===== src/hw/rtl/ptwm_pkg.sv =====
// ----------------------------------------------------------------------------
// ptwm_pkg
// shared types, codes and helpers for the page-table walker
// ----------------------------------------------------------------------------
package ptwm_pkg;

    localparam int TABLE_WORDS_DEF = 4096;

    localparam int PA_W   = 52;
    localparam int VA_W   = 57;
    localparam int WORD_W = 64;
    localparam int IDX_W  = 9;

    // transaction kinds
    localparam logic [1:0] KIND_WRITE     = 2'd0;
    localparam logic [1:0] KIND_TRANSLATE = 2'd1;
    localparam logic [1:0] KIND_MAP       = 2'd2;

    // result status codes, a fault code is the level of the missing entry
    localparam logic [2:0] STATUS_OK = 3'd0;
    localparam logic [2:0] LEVEL_LEAF = 3'd1;
    localparam logic [2:0] LEVEL_TOP4 = 3'd4;
    localparam logic [2:0] LEVEL_TOP5 = 3'd5;

    localparam int PROT_SHIFT = 59;

    localparam logic [5:0] PA_BITS_MIN = 6'd32;
    localparam logic [5:0] PA_BITS_MAX = 6'd52;

    typedef struct packed {
        logic rd_en;
        logic wr_en;
    } mem_ctl_t;

    // nine-bit table index of a virtual address at a given level
    function automatic logic [IDX_W-1:0] level_index(input logic [VA_W-1:0] va,
                                                     input logic [2:0] lvl);
        logic [IDX_W-1:0] idx;
        case (lvl)
            3'd1:    idx = va[20:12];
            3'd2:    idx = va[29:21];
            3'd3:    idx = va[38:30];
            3'd4:    idx = va[47:39];
            3'd5:    idx = va[56:48];
            default: idx = '0;
        endcase
        return idx;
    endfunction

    // frame mask: bits 12 .. phys_addr_bits-1, width clamped to 32..52
    function automatic logic [PA_W-1:0] frame_mask(input logic [5:0] bits);
        logic [5:0]    clamped;
        logic [PA_W:0] ones;
        clamped = bits;
        if (bits < PA_BITS_MIN)
        begin
            clamped = PA_BITS_MIN;
        end
        if (bits > PA_BITS_MAX)
        begin
            clamped = PA_BITS_MAX;
        end
        ones = ((PA_W + 1)'(1) << clamped) - (PA_W + 1)'(1);
        return ones[PA_W-1:0] & ~(PA_W)'(12'hFFF);
    endfunction

endpackage


===== src/hw/rtl/ptwm_walk.sv =====
// ----------------------------------------------------------------------------
// ptwm_walk
// walk sequencer: one table read per level, leaf read-modify-write for map
// ----------------------------------------------------------------------------
module ptwm_walk
    import ptwm_pkg::*;
#(
    parameter int TABLE_WORDS = TABLE_WORDS_DEF,
    localparam int AW = $clog2(TABLE_WORDS)
)
(
    input  logic              clk,
    input  logic              rst_n,
    input  logic [PA_W-1:0]   root_base,
    input  logic [5:0]        phys_addr_bits,
    input  logic              five_level,
    input  logic              start,
    output logic              busy,
    input  logic [1:0]        kind,
    input  logic [VA_W-1:0]   virt_addr,
    input  logic [WORD_W-1:0] data_word,
    input  logic [7:0]        page_flags,
    input  logic [4:0]        protection,
    output logic              done,
    output logic [2:0]        status,
    output logic [PA_W-1:0]   phys_addr,
    output mem_ctl_t          mem_ctl,
    output logic [AW-1:0]     mem_addr,
    output logic [WORD_W-1:0] mem_wdata,
    input  logic [WORD_W-1:0] mem_rdata
);

    localparam logic ST_IDLE = 1'b0;
    localparam logic ST_WALK = 1'b1;

    logic              state_reg, state_next;
    logic [2:0]        level_reg, level_next;
    logic [AW-1:0]     addr_reg, addr_next;
    logic              done_reg, done_next;
    logic [2:0]        status_reg, status_next;
    logic [PA_W-1:0]   phys_reg, phys_next;
    logic              is_map_reg;
    logic [VA_W-1:0]   va_reg;
    logic [PA_W-1:0]   frame_reg;
    logic [7:0]        flags_reg;
    logic [4:0]        prot_reg;

    logic              accept;
    logic [PA_W-1:0]   mask;
    logic [2:0]        top_level;
    logic [WORD_W-1:0] leaf_word;

    // word slot of entry idx in the table at base, wraps with the store size
    function automatic logic [AW-1:0] slot_of(input logic [PA_W-1:0] base,
                                              input logic [IDX_W-1:0] idx);
        logic [AW-1:0] base_word;
        base_word = AW'(base >> 3);
        return base_word + AW'(idx);
    endfunction

    assign accept    = start && (state_reg == ST_IDLE);
    assign busy      = (state_reg != ST_IDLE);
    assign mask      = frame_mask(phys_addr_bits);
    assign top_level = five_level ? LEVEL_TOP5 : LEVEL_TOP4;

    assign leaf_word = mem_rdata
                     | WORD_W'(1)
                     | (WORD_W'(flags_reg) << 1)
                     | WORD_W'(frame_reg & mask)
                     | (WORD_W'(prot_reg) << PROT_SHIFT);

    always_comb
    begin
        state_next  = state_reg;
        level_next  = level_reg;
        addr_next   = addr_reg;
        done_next   = 1'b0;
        status_next = status_reg;
        phys_next   = phys_reg;
        mem_ctl     = '0;
        mem_addr    = addr_reg;
        mem_wdata   = leaf_word;

        unique case (state_reg)
            ST_IDLE:
            begin
                if (accept)
                begin
                    unique case (kind) inside
                        KIND_WRITE:
                        begin
                            mem_ctl.wr_en = 1'b1;
                            mem_addr      = virt_addr[AW+2:3];
                            mem_wdata     = data_word;
                            done_next     = 1'b1;
                            status_next   = STATUS_OK;
                            phys_next     = '0;
                        end
                        KIND_TRANSLATE, KIND_MAP:
                        begin
                            mem_ctl.rd_en = 1'b1;
                            mem_addr      = slot_of(root_base & mask,
                                                    level_index(virt_addr, top_level));
                            addr_next     = mem_addr;
                            level_next    = top_level;
                            state_next    = ST_WALK;
                        end
                        default:
                        begin
                            done_next   = 1'b1;
                            status_next = STATUS_OK;
                            phys_next   = '0;
                        end
                    endcase
                end
            end
            ST_WALK:
            begin
                if (level_reg == LEVEL_LEAF && is_map_reg)
                begin
                    // leaf read-modify-write, no present check on the leaf
                    mem_ctl.wr_en = 1'b1;
                    mem_addr      = addr_reg;
                    mem_wdata     = leaf_word;
                    done_next     = 1'b1;
                    status_next   = STATUS_OK;
                    phys_next     = '0;
                    state_next    = ST_IDLE;
                end
                else if (!mem_rdata[0])
                begin
                    done_next   = 1'b1;
                    status_next = level_reg;
                    phys_next   = '0;
                    state_next  = ST_IDLE;
                end
                else if (level_reg == LEVEL_LEAF)
                begin
                    done_next   = 1'b1;
                    status_next = STATUS_OK;
                    phys_next   = mem_rdata[PA_W-1:0] & mask;
                    state_next  = ST_IDLE;
                end
                else
                begin
                    // next level table base comes straight from the entry
                    mem_ctl.rd_en = 1'b1;
                    mem_addr      = slot_of(mem_rdata[PA_W-1:0] & mask,
                                            level_index(va_reg, level_reg - 3'd1));
                    addr_next     = mem_addr;
                    level_next    = level_reg - 3'd1;
                end
            end
            default:
            begin
                state_next = ST_IDLE;
            end
        endcase
    end

    always_ff @(posedge clk or negedge rst_n)
    begin
        if (!rst_n)
        begin
            state_reg <= ST_IDLE;
            level_reg <= LEVEL_LEAF;
            done_reg  <= 1'b0;
        end
        else
        begin
            state_reg <= state_next;
            level_reg <= level_next;
            done_reg  <= done_next;
        end
    end

    always_ff @(posedge clk)
    begin
        addr_reg   <= addr_next;
        status_reg <= status_next;
        phys_reg   <= phys_next;
        if (accept)
        begin
            is_map_reg <= (kind == KIND_MAP);
            va_reg     <= virt_addr;
            frame_reg  <= data_word[PA_W-1:0];
            flags_reg  <= page_flags;
            prot_reg   <= protection;
        end
    end

    assign done      = done_reg;
    assign status    = status_reg;
    assign phys_addr = phys_reg;

    a_port_exclusive: assert property (@(posedge clk) disable iff (!rst_n)
        !(mem_ctl.rd_en && mem_ctl.wr_en))
        else $error("store read and write in the same cycle");

    a_walk_write_leaf: assert property (@(posedge clk) disable iff (!rst_n)
        (state_reg == ST_WALK && mem_ctl.wr_en) |-> (level_reg == LEVEL_LEAF && is_map_reg))
        else $error("walk wrote the store away from a map leaf");

    a_level_range: assert property (@(posedge clk) disable iff (!rst_n)
        (state_reg == ST_WALK) |-> (level_reg >= LEVEL_LEAF && level_reg <= LEVEL_TOP5))
        else $error("walk level out of range");

    a_read_then_walk: assert property (@(posedge clk) disable iff (!rst_n)
        mem_ctl.rd_en |=> (state_reg == ST_WALK))
        else $error("store read data arrived outside the walk");

    a_done_idle: assert property (@(posedge clk) disable iff (!rst_n)
        done_reg |-> (state_reg == ST_IDLE))
        else $error("result strobe while a walk is still running");

endmodule


===== config.mk =====
export PLATFORM = sky130hd
export DESIGN_NAME = ptwm_walk
export DESIGN_NICKNAME = d
export VERILOG_FILES = /design/src/hw/rtl/ptwm_pkg.sv /design/src/hw/rtl/ptwm_walk.sv
export SDC_FILE = /design/constraint.sdc
export NUM_CORES = 1
export LEC_CHECK = 0
export BUFFER_PORTS_ARGS = -buffer_cell sky130_fd_sc_hd__buf_4
export CORE_AREA = 2 2 156 158
export CTS_BUF_LIST = sky130_fd_sc_hd__clkbuf_8
export DETAILED_ROUTE_END_ITERATION = 8
export DIE_AREA = 0 0 158 160
export HOLD_SLACK_MARGIN = 0.12
export SETUP_SLACK_MARGIN = 0.1
export SLEW_MARGIN = 20
export SYNTH_ARGS = -nofsm -noshare
export SYNTH_HDL_FRONTEND = slang
export SYNTH_SLANG_ARGS = --single-unit

===== constraint.sdc =====
create_clock -name clk -period 4.29 [get_ports clk]
set_clock_uncertainty 0.1 [all_clocks]
set_input_delay 0.858 -clock clk [delete_from_list [all_inputs] [get_ports clk]]
set_output_delay 0.858 -clock clk [all_outputs]
set_load 0.02 [all_outputs]

==> qor.yml, run 1 <==
floorplanning:
  core-area_um2: 23800
  dieWidth_um: 158
  io_pins: 397
  rows: 57
  die_area_um2: 25300
  start_util_pct: 32.2
  fp.dieH_um: 160
detailed_routing:
  wirelength_mm: 24.1
  viasPerCell: 4.78
  first_pass_iters: 5
  drt_iter0_drc: 421
  num_vias: 6277
  drc: 0
  ant_nets: 0
  wl_per_cell_um: 18.3
global_route:
  grt_pass1_wl_mm: 35.4
  grt_max_degree: 92
  grt_pass1_vias: 6131
  grt.overflow.total: 0
  grt_antenna_before_repair: 1
  grt_use_total_pct: 18.6
worst_setup_path:
  timing.critical_path.from: "phys_addr_bits[3]"
  endpoint_kind: "output port"
  crit_required_ps: 3330
  critical_path_arrival_ps: 3070
  path_max_fanout: 11
  critPathKind: "in2out"
  start_kind: "input port"
  r2r-start: "busy$_DFF_PN0_"
yosys:
  ys_async_sr_fraction_pct: 3.14
  synth_warnings: 0
  synthCells: 652
  yosysTopAreaCell: "edfxtp_1"
  syn_area_per_cell_um2: 11.8
  synth_edf_count: 154
  synth-seq-cells: 159
  synthTopCellsByCount: "154 x edfxtp_1, 93 x nor2_1, 58 x a21oi_1, 46 x nand2_1, 29 x a22oi_1"
  ys_dominant_reg_cell: "edfxtp_1"
  yosysTopAreaCellShare_pct: 60.3
  synth.distinct_cells: 61
  yosysMostFrequentCell: "edfxtp_1"
  yosysSeqAreaShare_pct: 61.9
  synthesis.area_um2: 7670
  yosys-top-cells-area: "edfxtp_1 60%, nor2_1 4.5%, a21oi_1 3.8%, a22oi_1 2.8%, nand2_1 2.3%"
timing:
  rsz0062_at_grt: "no"
  finalSetupViolCount: 0
  setup_tns_ps: 0
  slew_violations: 0
  min_period_over_period_pct: 94.0
  worst_pin_slew_ps: 777
  max_freq_mhz: 248
  hold_ws_ps: 463
  min_period_ps: 4030
  hold_viol_final: 0
  max-slew-margin-rel_pct: 48.2
final_layout:
  nNetsFinal: 1247
  largest_reg_flops: 45
  drive_gt1_share_pct: 40.4
  area.growth.synth_to_final_pct: 42.4
placement:
  place.port_buffers: 332
  gp_congestion: 0.824
  hpwl_mm: 17.7
clock_tree:
  numCtsBuffers: 17
  clk_latency_ps: 460
  cts.path.max_buffers: 2
  cts_sinks: 159
  path_clk_slew_ps: 100
  clockRootBuffer: "clkbuf_8"
  post_cts_buffers: 0
  tritoncts: "built"
  htree_num_levels: 4
worst_hold_path:
  hold_path_class: "in2reg"
  min_from: "page_flags[0]"
run_status:
  outcome: "complete, no violations"
pwr:
  finalPower_w: 0.00589
  leakage_nw: 4.59
  ir_drop_v: 0.000224
  power_density_nw_per_um2: 540
job:
  maxCapViolations: 0
[cells by family after synthesis]
group	after synthesis	share of synthesized area (%)
flip-flops	159	61.9
buffers and inverters	66	4.31
XOR/XNOR	1	0.114
adder cells (fa/ha/maj)	9	1.47
other	1	0.0489
multiplexers	31	4.39
AND/OR/NAND/NOR	224	14.0
AO/OA/AOI/OAI	161	13.8
[path summary, 6_finish.rpt]
| path | to | slack [ps] | cells after the start |
|---|---|---|---|
| max | mem_wdata[46] | 260 | 9 |
| min | flags_reg[0]$_DFFE_PP_ | 460 | 1 |
| max reg2reg | frame_reg[15]$_DFFE_PP_ | 1620 | 3 |
| min reg2reg | level_reg[2]$_DFFE_PN0P_ | 500 | 1 |
| max in group asynchronous | level_reg[0]$_DFFE_PN1P_ | 3230 | 2 |
| min in group asynchronous | done$_DFF_PN0_ | 670 | 2 |
[cells in the final DEF (no fill, tap or decap), types with 13 or more instances in the layout]
| cell type | netlist | final |
|---|---|---|
| buf_4 | 14 | 345 |
| and3_1 | 13 | 13 |
| nand2_1 | 46 | 46 |
| nor2_1 | 93 | 93 |
| nand3_1 | 18 | 18 |
| and2_1 | 24 | 24 |
| clkbuf_8 | 0 | 17 |
| a21oi_1 | 58 | 57 |
| o211ai_1 | 19 | 19 |
| a22oi_1 | 29 | 29 |
| edfxtp_1 | 154 | 154 |
[metrics by stage]
step / utilization (%) / area, µm² / instances / worst slack (ps)
after floorplan: - / 7720 / 663 / 348
after detailed placement: 44.0 / 10500 / 1280 / 270
final: 45.9 / 10900 / 1314 / 258
after global routing: 45.9 / 10900 / 1314 / 139
after global placement: 44.0 / 10500 / 1280 / 269
after CTS: 45.8 / 10900 / 1313 / 100
[power breakdown]
| part | leakage (nW) | switching (W) | internal [W] |
|---|---|---|---|
| Clock | 0.203 | 0.000640 | 0.000539 |
| Combinational | 2.85 | 0.00144 | 0.000915 |
| Sequential | 1.54 | 0.000149 | 0.00221 |
| Total | 4.59 | 0.00222 | 0.00367 |
[layer usage]
metal / wire (µm) / global-route usage (%) / share of wire (%) / up-vias
li1: - / - / - / 3062
met1: 10100 / 24.5 / 42 / 2951
met2: 11800 / 29.9 / 49 / 237
met3: 1710 / 4.75 / 7.1 / 27
met4: 442 / 6.02 / 1.8 / 0
met5: 0 / 0 / 0 / -
[cell type report]
cell class | count | area (µm²)
Tap cell | 324 | 405
Sequential cell | 159 | 4750
Timing Repair Buffer | 348 | 2640
Antenna cell | 1 | 2.50
Clock buffer | 17 | 234
Multi-Input combinational cell | 438 | 2670
Inverter | 12 | 45.0
Clock inverter | 15 | 176
Fill cell | 2257 | 12900
[worst max-delay path, cell delays in order]
cell and delay, ps:
buf_4 150, or4_4 570, o21a_4 230, ha_1 210, or4b_1 460, a21oi_1 240
o211ai_1 120, nand2_1 90, buf_4 150
[timing repair]
action,in CTS,in global routing
endpoints found under the hold margin,4,0
setup endpoints to repair,0,7
hold buffers,1,0
resized for setup,0,2
No activity file was read; power rests on OpenSTA's default activity.
==> run 2: changes to the inputs <==
--- a/config.mk
+++ b/config.mk
@@ -6,10 +6,10 @@
 export NUM_CORES = 1
 export LEC_CHECK = 0
 export BUFFER_PORTS_ARGS = -buffer_cell sky130_fd_sc_hd__buf_4
-export CORE_AREA = 2 2 156 158
+export CORE_AREA = 2 2 155 157
 export CTS_BUF_LIST = sky130_fd_sc_hd__clkbuf_8
 export DETAILED_ROUTE_END_ITERATION = 8
-export DIE_AREA = 0 0 158 160
+export DIE_AREA = 0 0 157 159
 export HOLD_SLACK_MARGIN = 0.12
 export SETUP_SLACK_MARGIN = 0.1
 export SLEW_MARGIN = 20
==> run 2 against run 1 <==
  * Combinational power increased by 2%
  * Wire length increased by 2.3%
  * Count of clock-buffer cells in the layout unchanged
  * Sequential power about the same
  * Non-clock buffer count increased by 3
  * Sequential share of layout area about the same
  * Power decreased by 1.5%
  * Worst setup slack got worse by 56 ps
  * Largest power group is now combinational logic
  * Highest routed layer unchanged
  * Final area about the same
  * Utilization increased by 1.2 points
==> qor.yml, run 2 (synthesis gave the netlist of run 1 again) <==
timing:
  worst_pin_slew_ps: 872  # +95.0 ps
  rsz0062_at_grt: "yes"
  max_freq_mhz: 245  # -1.4%
  min_period_ps: 4090  # +56.3 ps
  max-slew-margin-rel_pct: 41.9  # -6.3 points
  finalSetupViolCount: 0  # unchanged
  hold_viol_final: 0  # unchanged
  min_period_over_period_pct: 95.3  # +1.3 points
  setup_slack_ps: 202  # -56.3 ps
  slew_violations: 0  # unchanged
  setup_tns_ps: 0  # unchanged
worst_hold_path:
  min_path_cells: 1  # unchanged
  hold_path_class: "in2reg"
floorplanning:
  core-area_um2: 23200  # -2.6%
  dieWidth_um: 157  # -0.63%
  rows: 56  # -1.8%
  die_area_um2: 25000  # -1.3%
  io_pins: 397  # unchanged
  fp.dieH_um: 159  # -0.63%
  start_util_pct: 33.1  # +0.87 points
job:
  maxCapViolations: 0  # unchanged
clock_tree:
  tritoncts: "built"
  cts_sinks: 159  # unchanged
  cts.path.max_buffers: 2  # unchanged
  clk_latency_ps: 450  # about the same
  htree_num_levels: 4  # unchanged
  post_cts_buffers: 0  # unchanged
  path_clk_slew_ps: 100  # about the same
  clockRootBuffer: "clkbuf_8"
  numCtsBuffers: 17  # unchanged
global_route:
  grt_pass1_vias: 6341  # +3.4%
  grt_pass1_wl_mm: 36.8  # +4.1%
  grt.overflow.total: 0  # unchanged
  grt_antenna_before_repair: 0  # -1
  grt_use_total_pct: 19.4  # +0.86 points
  grt_max_degree: 63  # -32%
worst_setup_path:
  endpoint_kind: "output port"
  path_max_fanout: 13  # +2
  rr_worst_depth: 6  # +3
  crit_required_ps: 3330  # about the same
  critical_path_arrival_ps: 3130  # +60 ps
  critPathKind: "in2out"
  start_kind: "input port"
detailed_routing:
  ant_nets: 0  # unchanged
  drt_iter0_drc: 451  # +7.1%
  wirelength_mm: 24.6  # +2.3%
  num_vias: 6441  # +2.6%
  drc: 0  # unchanged
  wl_per_cell_um: 18.8  # +2.6%
  viasPerCell: 4.91  # +2.8%
  first_pass_iters: 5  # unchanged
placement:
  detailedPlace.worstSlack_ps: 174  # -96.0 ps
  gp_congestion: 0.878  # +6.5%
  place.port_buffers: 332  # unchanged
  hpwl_mm: 18.4  # +3.9%
final_layout:
  diodes: 0  # -1
  largest_reg_flops: 45  # unchanged
  area.growth.synth_to_final_pct: 42.3  # about the same
  nNetsFinal: 1250  # +0.24%
  mostFrequentLayoutCell: "buf_4"
  final_cell_mix: "347 x buf_4, 154 x edfxtp_1, 93 x nor2_1"
  drive_gt1_share_pct: 40.4  # about the same
run_status:
  outcome: "complete, no violations"
pwr:
  ir_drop_v: 0.000262  # +17%
  power_density_nw_per_um2: 532  # -1.4%
  leakage_nw: 4.60  # +0.11%
-- run 2: cell count changes in the layout (fill, tap and decap cells not counted), sizes merged --
cell	delta
diode	-1
buf	+3
clkinv	+3
bufinv	-1
inv	-2
-- run 2: final timing paths --
kind | startpoint | slack [ps] | endpoint
min in group asynchronous | rst_n | 670 | level_reg[1]$_DFFE_PN0P_
worst max-delay path | phys_addr_bits[2] | 200 | mem_wdata[50]
worst min register to register | level_reg[0]$_DFFE_PN1P_ | 490 | level_reg[0]$_DFFE_PN1P_
max in group asynchronous | rst_n | 3220 | level_reg[0]$_DFFE_PN1P_
worst min-delay path | protection[2] | 470 | prot_reg[2]$_DFFE_PP_
worst max register to register | level_reg[0]$_DFFE_PN1P_ | 1520 | phys_addr[46]$_SDFFCE_PP0P_
-- run 2: power by group --
part | switching, W | internal [W]
clock | 0.000611 | 0.000467
combinational | 0.00147 | 0.000913
sequential | 0.000127 | 0.00222
-- run 2: cell type report --
class | instances | area, µm²
Timing Repair Buffer | 351 | 2680
Clock buffer | 17 | 234
Inverter | 12 | 45.0
Fill cell | 2185 | 12300
Sequential cell | 159 | 4750
Clock inverter | 15 | 138
Multi-Input combinational cell | 438 | 2670
Tap cell | 319 | 399
-- run 2: what timing repair did --
| item | in CTS | in global routing |
|---|---|---|
| endpoints found under the hold margin | 4 | 0 |
| gates resized for setup | 0 | 2 |
| hold buffers | 1 | 0 |
| endpoints found under the setup margin | 0 | 7 |
-- run 2: routing by layer --
| metal | share of wire, % | vias up | wire (µm) | GRT usage, % |
|---|---|---|---|---|
| li1 | - | 3067 | - | - |
| met1 | 43 | 3099 | 10600 | 25.3 |
| met2 | 49 | 245 | 12000 | 32.3 |
| met3 | 6.2 | 30 | 1530 | 4.33 |
| met4 | 2.2 | 0 | 551 | 5.84 |
| met5 | 0 | - | 0 | 0 |
-- run 2: worst max-delay path: stages --
cell      delay (ps)
buf_4            150
or4_4            550
o21a_4           230
ha_1             240
or3b_1           390
o311ai_2         230
a22oi_1          140
o21ai_1          160
buf_4            160
-- run 2: through the flow --
| step | util [%] | hold slack, ps | total power [W] | cell area [µm²] | std cells |
|---|---|---|---|---|---|
| final | 47.1 | 472 | 0.00581 | 10900 | 1311 |
| after CTS | 47.0 | 437 | 0.00586 | 10900 | 1311 |
| after floorplan | - | 416 | 0.00368 | 7720 | 663 |
| after global placement | 45.3 | 458 | 0.00474 | 10500 | 1278 |
| after detailed placement | 45.3 | 477 | 0.00478 | 10500 | 1278 |
| after global routing | 47.1 | 432 | 0.00611 | 10900 | 1311 |
==> run 3: changes to the inputs <==
--- a/config.mk
+++ b/config.mk
@@ -11,6 +11,7 @@
 export DETAILED_ROUTE_END_ITERATION = 8
 export DIE_AREA = 0 0 157 159
 export HOLD_SLACK_MARGIN = 0.12
+export PLACE_DENSITY = 0.68
 export SETUP_SLACK_MARGIN = 0.1
 export SLEW_MARGIN = 20
 export SYNTH_ARGS = -nofsm -noshare
==> run 3 against run 2 <==
  * Combinational power decreased by 2%
  * Via count grew 0.17%
  * Utilization is essentially flat
  * Power is 0.41% higher
  * Hold slack got worse by 4.5 ps
  * Register-to-register slack gained 60 ps
  * Critical path type unchanged
  * Sequential power barely moved
  * Non-clock buffer count up 1
  * Critical path depth unchanged
  * Global-route usage decreased by 0.47 points
==> qor.yml, run 3 (synthesis gave the netlist of run 1 again) <==
worst_setup_path:
  crit_path_frequent_cell: "buf_4"
  path_max_fanout: 13  # unchanged
  cp_cell_sequence: "buf_4, or4_4, o21a_4, ha_2, or3b_1, o311ai_1, a22oi_1, o21ai_1, buf_4"
  crit_required_ps: 3330  # about the same
  critical_path_arrival_ps: 3080  # -50 ps
  start_kind: "input port"
  max_stage_delay_ps: 560  # about the same
  slowest_stage: "or4_4"
  endpoint_kind: "output port"
  rr_worst_depth: 6  # unchanged
  critPathKind: "in2out"
timing:
  worst_pin_slew_ps: 964  # +92.0 ps
  setup_tns_ps: 0  # unchanged
  min_period_ps: 4040  # -52.5 ps
  finalSetupViolCount: 0  # unchanged
  hold_viol_final: 0  # unchanged
  setup_slack_ps: 255  # +52.5 ps
  slew_violations: 0  # unchanged
  min_period_over_period_pct: 94.1  # -1.2 points
  max_freq_mhz: 248  # +1.3%
  max-slew-margin-rel_pct: 35.7  # -6.1 points
  rsz0062_at_grt: "no"
final_layout:
  nNetsFinal: 1251  # +0.080%
  multi_input_area_um2: 2670  # about the same
  final_cells: 1312  # +0.076%
  area.growth.synth_to_final_pct: 42.3  # about the same
  fill_cells: 2161  # -1.1%
  drive_gt1_share_pct: 40.9  # +0.46 points
  regArea_um2: 4750  # unchanged
  diodes: 0  # unchanged
  final_cell_mix: "349 x buf_4, 154 x edfxtp_1, 93 x nor2_1"
  mostFrequentLayoutCell: "buf_4"
  largest_reg_flops: 45  # unchanged
detailed_routing:
  ant_nets: 0  # unchanged
  wl_per_cell_um: 18.4  # -2.1%
  wirelength_mm: 24.1  # -2.0%
  viasPerCell: 4.92  # about the same
  num_vias: 6452  # +0.17%
  first_pass_iters: 5  # unchanged
  drt_iter0_drc: 362  # -20%
  drc: 0  # unchanged
floorplanning:
  rows: 56  # unchanged
  fp.dieH_um: 159  # unchanged
  start_util_pct: 33.1  # unchanged
  core-area_um2: 23200  # unchanged
  io_pins: 397  # unchanged
  dieWidth_um: 157  # unchanged
  die_area_um2: 25000  # unchanged
global_route:
  grt_pass1_wl_mm: 36.1  # -2.0%
  grt_use_total_pct: 19.0  # -0.47 points
  grt_max_degree: 72  # +14%
  grt_pass1_vias: 6299  # -0.66%
  grt.overflow.total: 0  # unchanged
  grt_antenna_before_repair: 0  # unchanged
job:
  maxCapViolations: 0  # unchanged
worst_hold_path:
  hold_path_class: "in2reg"
  min_path_cells: 1  # unchanged
clock_tree:
  clockRootBuffer: "clkbuf_8"
  cts.path.max_buffers: 2  # unchanged
  path_clk_slew_ps: 110  # about the same
  numCtsBuffers: 17  # unchanged
  cts_sinks: 159  # unchanged
  htree_num_levels: 4  # unchanged
  tritoncts: "built"
  clk_latency_ps: 460  # about the same
pwr:
  leakage_nw: 4.60  # about the same
  power_density_nw_per_um2: 534  # +0.40%
  ir_drop_v: 0.000277  # +5.8%
placement:
  dp_cells: 1277  # -0.078%
  detailedPlace.worstSlack_ps: 192  # +18.5 ps
  gp_congestion: 0.924  # +5.2%
  place.port_buffers: 332  # unchanged
  hpwl_mm: 18.0  # -2.2%
run_status:
  outcome: "complete, no violations"
## run 3: changes by cell type in the layout (fill, tap and decap cells not counted), moves of 2 or more
cell      previous run  this run
inv_8                1         6
clkinv_4             4         0
buf_4              347       349
ha_1                 9         7
clkinv_1             2         0
ha_2                 0         2
## run 3: critical path: cells and delay by family
family	cells	cell delay, ps
buffers and inverters	2	300
AND/OR/NAND/NOR	2	920
adder cells (fa/ha/maj)	1	220
AO/OA/AOI/OAI	4	790
## run 3: path summary, 6_finish.rpt
path / start / end / slack, ps
hold / removal: protection[2] / prot_reg[2]$_DFFE_PP_ / 470
setup reg to reg: level_reg[0]$_DFFE_PN1P_ / phys_addr[51]$_SDFFCE_PP0P_ / 1580
max in group asynchronous: rst_n / level_reg[0]$_DFFE_PN1P_ / 3220
setup / recovery: phys_addr_bits[2] / mem_wdata[50] / 250
min in group asynchronous: rst_n / done$_DFF_PN0_ / 670
hold reg to reg: level_reg[0]$_DFFE_PN1P_ / level_reg[0]$_DFFE_PN1P_ / 490
## run 3: timing repair
item	in CTS	in global routing
hold buffers	1	0
setup endpoints to repair	0	8
setup buffers	0	2
resized for setup	0	3
endpoints found under the hold margin	4	0
## run 3: area by class of cell
class | count | area share [%]
sequential | 159 | 43.5
multi-input combinational | 438 | 24.5
timing repair buffer | 352 | 24.5
tap | 319 | 3.66
clock buffer | 17 | 2.14
clock inverter | 15 | 1.34
inverter | 12 | 0.413
## run 3: through the flow
| stage | util, % | total power [W] | cell area, µm² | hold WS, ps |
|---|---|---|---|---|
| detailed placement | 45.3 | 0.00474 | 10500 | 479 |
| global placement | 45.3 | 0.00470 | 10500 | 470 |
| floorplan | - | 0.00368 | 7720 | 416 |
| finish | 47.1 | 0.00583 | 10900 | 468 |
| global route | 47.1 | 0.00614 | 10900 | 421 |
| CTS | 46.9 | 0.00585 | 10900 | 433 |
## run 3: where the power goes
part           internal [W]  leakage [nW]  total [W]  switching (W)
sequential          0.00222          1.54    0.00237       0.000155
combinational      0.000915          2.87    0.00235        0.00144
clock              0.000435         0.188    0.00111       0.000671
## run 3: routing by layer
metal  track usage [%]  up-vias  wire [µm]
met5                 0        -          0
met3              4.03       29       1590
met4              6.09        0        471
met2              32.0      254      12100
li1                  -     3069          -
met1              24.3     3100       9970
